### src/sv/aeia_pkg.sv
`default_nettype none
package aeia_pkg;

  localparam int NUM_X      = 256;
  localparam int NUM_Y      = 256;
  localparam int PIXEL_BITS = 10;
  localparam int COUNT_BITS = 32;
  localparam int CELLS      = NUM_X * NUM_Y;
  localparam int ADDR_W     = $clog2(CELLS);
  localparam int XB         = $clog2(NUM_X);
  localparam int YB         = $clog2(NUM_Y);

  localparam int DITHER_W = 16;
  localparam int BIN_W    = 8;
  localparam int COEF_W   = 21;
  localparam int OFFS_W   = 28;
  localparam int CFG_IDX_W  = 3;
  localparam int CFG_DATA_W = 28;

  localparam int POS_W  = PIXEL_BITS + DITHER_W;
  localparam int PROD_W = COEF_W + POS_W + 1;
  localparam int SUM_W  = PROD_W + 2;
  localparam int IDX_W  = SUM_W - 32;

  localparam logic [COUNT_BITS-1:0] COUNT_MAX = '1;

  localparam logic CMD_ADD  = 1'b0;
  localparam logic CMD_READ = 1'b1;

  localparam logic [CFG_IDX_W-1:0] REG_COEF_XX  = 3'd0;
  localparam logic [CFG_IDX_W-1:0] REG_COEF_XY  = 3'd1;
  localparam logic [CFG_IDX_W-1:0] REG_COEF_YX  = 3'd2;
  localparam logic [CFG_IDX_W-1:0] REG_COEF_YY  = 3'd3;
  localparam logic [CFG_IDX_W-1:0] REG_OFFSET_X = 3'd4;
  localparam logic [CFG_IDX_W-1:0] REG_OFFSET_Y = 3'd5;
  localparam logic [CFG_IDX_W-1:0] REG_DITHER   = 3'd6;

  typedef struct packed {
    logic                  command;
    logic [PIXEL_BITS-1:0] pixel_x;
    logic [PIXEL_BITS-1:0] pixel_y;
    logic [DITHER_W-1:0]   dither_x;
    logic [DITHER_W-1:0]   dither_y;
    logic [BIN_W-1:0]      read_bin_x;
    logic [BIN_W-1:0]      read_bin_y;
  } in_item_t;

  typedef struct packed {
    logic                  kind;
    logic                  in_range;
    logic [BIN_W-1:0]      bin_x;
    logic [BIN_W-1:0]      bin_y;
    logic [COUNT_BITS-1:0] count;
  } out_item_t;

  typedef struct packed {
    logic              kind;
    logic              in_range;
    logic [BIN_W-1:0]  bin_x;
    logic [BIN_W-1:0]  bin_y;
    logic [ADDR_W-1:0] addr;
  } q_item_t;

endpackage
`default_nettype wire

### src/sv/aeia_fifo.sv
`default_nettype none
module aeia_fifo (
  input  wire logic              clk_i,
  input  wire logic              rst_ni,
  input  wire logic              push_i,
  input  wire aeia_pkg::q_item_t item_i,
  output logic                   full_o,
  input  wire logic              pop_i,
  output aeia_pkg::q_item_t      item_o,
  output logic                   empty_o
);

  localparam int DEPTH = 2;
  localparam int PTR_W = $clog2(DEPTH);

  aeia_pkg::q_item_t slot_q [DEPTH];
  logic [PTR_W-1:0]  wr_q, rd_q;
  logic [PTR_W:0]    cnt_q;
  logic              do_push, do_pop;

  assign full_o  = (cnt_q == (PTR_W + 1)'(DEPTH));
  assign empty_o = (cnt_q == '0);
  assign do_push = push_i && !full_o;
  assign do_pop  = pop_i && !empty_o;
  assign item_o  = slot_q[rd_q];

  always_ff @(posedge clk_i or negedge rst_ni) begin
    if (!rst_ni) begin
      wr_q  <= '0;
      rd_q  <= '0;
      cnt_q <= '0;
    end else begin
      if (do_push) wr_q <= wr_q + 1'b1;
      if (do_pop)  rd_q <= rd_q + 1'b1;
      if (do_push && !do_pop) begin
        cnt_q <= cnt_q + 1'b1;
      end else if (do_pop && !do_push) begin
        cnt_q <= cnt_q - 1'b1;
      end
    end
  end

  always_ff @(posedge clk_i) begin
    if (do_push) slot_q[wr_q] <= item_i;
  end

endmodule
`default_nettype wire

### config.mk
export PLATFORM = sky130hd
export DESIGN_NAME = aeia_fifo
export DESIGN_NICKNAME = d
export VERILOG_FILES = /design/src/sv/aeia_pkg.sv /design/src/sv/aeia_fifo.sv
export SDC_FILE = /design/constraint.sdc
export NUM_CORES = 1
export LEC_CHECK = 0
export BUFFER_PORTS_ARGS = -buffer_cell sky130_fd_sc_hd__buf_2
export CAP_MARGIN = 30
export CELL_PAD_IN_SITES_DETAIL_PLACEMENT = 0
export CELL_PAD_IN_SITES_GLOBAL_PLACEMENT = 1
export CORE_AREA = 10 10 89 91
export CTS_CLUSTER_SIZE = 12
export DETAILED_ROUTE_END_ITERATION = 10
export DIE_AREA = 0 0 99 101
export PLACE_DENSITY_LB_ADDON = 0.1
export SYNTH_ARGS = -nofsm -noshare
export SYNTH_HDL_FRONTEND = slang
export SYNTH_SLANG_ARGS = --single-unit
### constraint.sdc
create_clock -name clk_i -period 5.2 [get_ports clk_i]
set_input_delay 0.52 -clock clk_i [delete_from_list [all_inputs] [get_ports clk_i]]
set_output_delay 0.52 -clock clk_i [all_outputs]
set_load 0.005 [all_outputs]
### Word-level counts from Yosys, hierarchy flattened

Memories as Yosys holds them, arrays and structs flattened.
Cells that the tools add are included.

* memories kept: 1
* input port bits: 38
* register bits after elaboration: 4
* output and inout bits: 36
* RAM bits: 68
* word-level logic and storage cells: 23

Memory list
* slot_q: depth 2, width 34, rd ports 1, clocked after memory_dff 0, write ports 1, RTL line aeia_fifo.sv:16 `aeia_pkg::q_item_t slot_q [DEPTH];`

* equality and inequality tests: 1
* reductions and logical operators: 10
* add/subtract/negate cells: 4
* multiplexer cells: 4

Operators by type and width (count)
* 1-bit logical AND: 4
* 1-bit logical NOT: 4
* 2-bit two-way mux: 2
* 1-bit adder (second input constant): 2
* 2-bit by 1-bit adder with 2-bit output (second input constant): 1
* 2-bit == test (second input constant): 1
* 2-bit logical NOT: 1
* 1-bit two-way mux: 2
* 2-bit nonzero test: 1
* 2-bit by 1-bit subtractor with 2-bit output (second input constant): 1

### Depth between registers and ports, before layout

* depth in word-level cells: 7
* depth in mapped cells: 7
* mapped depth without buffers: 7

### Worst setup path after synthesis

OpenSTA, ideal clock, no wires.

* kind: reg2reg
* from: reg cnt_q[0]
* to: mem slot_q[0][0] (netlist bit) (enable)
* buffers on the path: 0
* cell stages (with the launch flop): 4
* required time: 4775 ps
* setup slack: 2689 ps
* period minus slack after synthesis: 2511 ps
* arrival time: 2086 ps
* setup time: 425 ps
* cells stage by stage: dfrtp_1 -> nand2b_1 -> nand2_1 -> nor2_1

* cells in the longest elaborated chain, start to end: 5

Ends and longest elaborated chain
* start, declared: RTL line aeia_fifo.sv:18 `logic [PTR_W:0] cnt_q;`
* start signal, assigned: RTL line aeia_fifo.sv:36 `cnt_q <= cnt_q + 1'b1;`
* start signal, assigned: RTL line aeia_fifo.sv:38 `cnt_q <= cnt_q - 1'b1;`
* 2-bit == test: RTL line aeia_fifo.sv:21 `assign full_o = (cnt_q == (PTR_W + 1)'(DEPTH));`
* 1-bit logical NOT: RTL line aeia_fifo.sv:23 `assign do_push = push_i && !full_o;`
* 1-bit logical AND: RTL line aeia_fifo.sv:23
* 1-bit two-way mux: RTL line aeia_fifo.sv:44 `if (do_push) slot_q[wr_q] <= item_i;`
* 1-bit two-way mux (implied by the code): RTL line aeia_fifo.sv:44
* end, declared: RTL line aeia_fifo.sv:16

Every way passes these cells.

==> flow_metrics.env <==
export IMPL_wirelength_mm=4.839
export IMPL_fillers=505
export IMPL_drc=0
export IMPL_grt_setup_unrepaired="false"
export IMPL_regToRegSetupSlack_ps=3280
export IMPL_place_inst=272
export IMPL_critical_path_class="flop to output port"
export IMPL_final_cells=289
export IMPL_synthTopCellsByArea="edfxtp_1, mux2_4, dfrtp_1"
export IMPL_io_pins=74
export IMPL_leakagePower_nw=1.387
export IMPL_grt_start_max_net_pins=35
export IMPL_status="finished, final reports clean"
export IMPL_ys_seq_area_share_pct=76.46
export IMPL_slew_headroom_pct=33.55
export IMPL_min_to="slot_q[1][1]"
export IMPL_post_synth_mux_area_share_pct=17.55
export IMPL_irDropWorstVdd_mv=0.4782
export IMPL_utilization_pct=55.17
export IMPL_netlist_top_cells_count="edfxtp_1, mux2_4, mux2_2, dfrtp_1"
export IMPL_htreeDepth=3
export IMPL_numCtsBuffers=9
export IMPL_final_nets=246
export IMPL_synthSimpleGateAreaFrac_pct=0.9826
export IMPL_cts_clk_slew_worst_paths_ps=80
export IMPL_place_congestion=0.7154
export IMPL_synth_compound_area_share_pct=0.1787
export IMPL_critPathMaxFanout=29
export IMPL_via_per_inst=4.664
export IMPL_antenna_found_initial=0
export IMPL_synthAdderAreaFrac_pct=0.4466
export IMPL_cts_tree="built"
export IMPL_wl_per_cell_um=16.74
export IMPL_synth_area_um2=2801
export IMPL_ys_ff_latch=72
export IMPL_hold_path_class="primary input to flop"
export IMPL_grt_pass1_vias=1559
export IMPL_max_freq_mhz=486.5
export IMPL_synth_cells=125
export IMPL_initial_utilization_pct=45.15
export IMPL_clk_path_buf_depth=2
export IMPL_synth_xor_xnor_area_share_pct=1.563
export IMPL_power_density_nw_per_um2=540.2
export IMPL_place_hpwl_mm=3.419
export IMPL_row_count=29
export IMPL_yosysMostFrequentCell="edfxtp_1"
export IMPL_ys_flop_type="edfxtp_1"
export IMPL_cts_sinks=72
export IMPL_tightestPinTransition_ps=994.4
export IMPL_firstDrtPassIters=4
export IMPL_slew_viol_final=0
export IMPL_drt_iter0_drc=29
export IMPL_diodes=0
export IMPL_fp_dieW_um=99
export IMPL_synth_nets=164
export IMPL_die_y_um=101
export IMPL_gr_total_overflow=0
export IMPL_area_growth_pct=22.20
export IMPL_setup_viol=0
export IMPL_p_total_mw=1.849
export IMPL_clk_latency_ps=320
export IMPL_rr_worst_depth=3
export IMPL_tns_ps=0
export IMPL_ant_nets=0
export IMPL_timing_rr_end="slot_q[0][23]"
export IMPL_drive_gt1_share_pct=58.49
export IMPL_fin_crit_sh_pct=39.53
export IMPL_arrival_ps=1540
export IMPL_die_area_um2=9999
export IMPL_synth_top_family_by_area="multiplexers"
export IMPL_grt_pass1_wl_mm=7.479
export IMPL_worstPathRequired_ps=4680
export IMPL_synth_edff_count=68
export IMPL_hold_viol=0
export IMPL_port_buffers=73
export IMPL_gr_usage_all_layers_pct=9.681
export IMPL_synth_top_area_share_pct=72.89
export IMPL_ys_types=15
export IMPL_syn_avg_cell_area_um2=22.41
export IMPL_hp_start="item_i[1]"
export IMPL_start_kind="flop"
export IMPL_r2r_start="cnt_q[0]"
export IMPL_async_flop_share_pct=5.556
export IMPL_finClkSkew_ps=14.52
export IMPL_worstSetupEndpointType="output port"
export IMPL_min_period_ps=2056
export IMPL_vias=1348
export IMPL_ys_warn_count=0
export IMPL_core_area_um2=6205
export IMPL_whs_path_depth=1
export IMPL_cts_root_buf="clkbuf_8"
export IMPL_synth_top_area_cell="edfxtp_1"
export IMPL_drv_cap=0
==> where the power goes <==
group | internal, mW | switching, mW | leakage [nW]
clock network | 0.235 | 0.180 | 0.0936
registers | 0.799 | 0.0564 | 0.677
logic | 0.321 | 0.258 | 0.617
total | 1.35 | 0.495 | 1.39
==> worst max path at each step <==
stage                   from             to  slack, ps
CTS                     rd_q      item_o[8]       3110
finish                  rd_q     item_o[29]       3140
floorplan           cnt_q[0]   slot_q[0][0]       2690
global route            rd_q     item_o[25]       3080
global placement        rd_q     item_o[11]       3060
detailed placement  cnt_q[0]  slot_q[0][31]       3250
==> what timing repair did <==
item | in CTS | in global routing
hold buffers | 1 | 0
gates resized for setup | 0 | 0
hold endpoints to repair | 4 | 0
setup buffers | 0 | 0
==> critical path, cell delays in order, from the launching register on <==
cell and delay (ps):
dfrtp_2 480, buf_12 260, mux2_4 320, buf_2 130
==> area by class of cell <==
class                   instances  area [um^2]  area share [%]
flip-flops and latches         72         2143           62.61
multi-input cells              47        589.3           17.21
repair buffers                 75        395.4           11.55
clock buffers                  13        148.9           4.349
well taps                      77        96.34           2.814
clock inverters                 3        42.54           1.243
inverters                       2        7.507          0.2193
==> through the flow <==
step                hold slack (ps)  worst slack, ps  cell area (um^2)
floorplan                     224.4             2689              2801
global placement              325.4             3065              3202
finish                        379.4             3144              3423
global route                  361.2             3084              3423
CTS                           366.0             3114              3423
detailed placement            330.6             3249              3222
==> cell usage in the layout (no fill, tap or decap) <==
master          n
buf_2          73
edfxtp_1       68
mux2_4         29
clkbuf_8       10
mux2_2          5
xnor2_1         3
clkbuf_1        3
dfrtp_1         3
inv_1           2
nor2_1          2
xor2_1          2
nand2b_1        1
nand2_1         1
o21ai_1         1
and3_2          1
nor2_4          1
ha_1            1
clkinvlp_4      1
clkinv_2        1
bufinv_16       1
dlygate4sd3_1   1
buf_12          1
dfrtp_2         1
==> routing by layer <==
layer	part of all wire [%]	GRT usage (%)
met5	0	0
met1	39	9.598
met4	1.0	4.300
met2	54	17.48
met3	6.3	3.772
==> state kept, by name (all words and copies together) (netlist names) <==
| name | cells |
|---|---|
| cnt_q | 2 |
| wr_q | 1 |
| slot_q | 68 |
| rd_q | 1 |
==> cell families (layout without fill, tap and decap cells) <==
logic type | after synthesis | after routing
buffers and inverters | 6 | 93
xor gates and xnor gates | 5 | 5
DFF | 72 | 72
and+or+nand+nor | 6 | 6
muxes | 34 | 34
AOI/OAI and AO/OA | 1 | 1
adders and majority gates | 1 | 1
No activity file was read; power rests on OpenSTA's default activity.
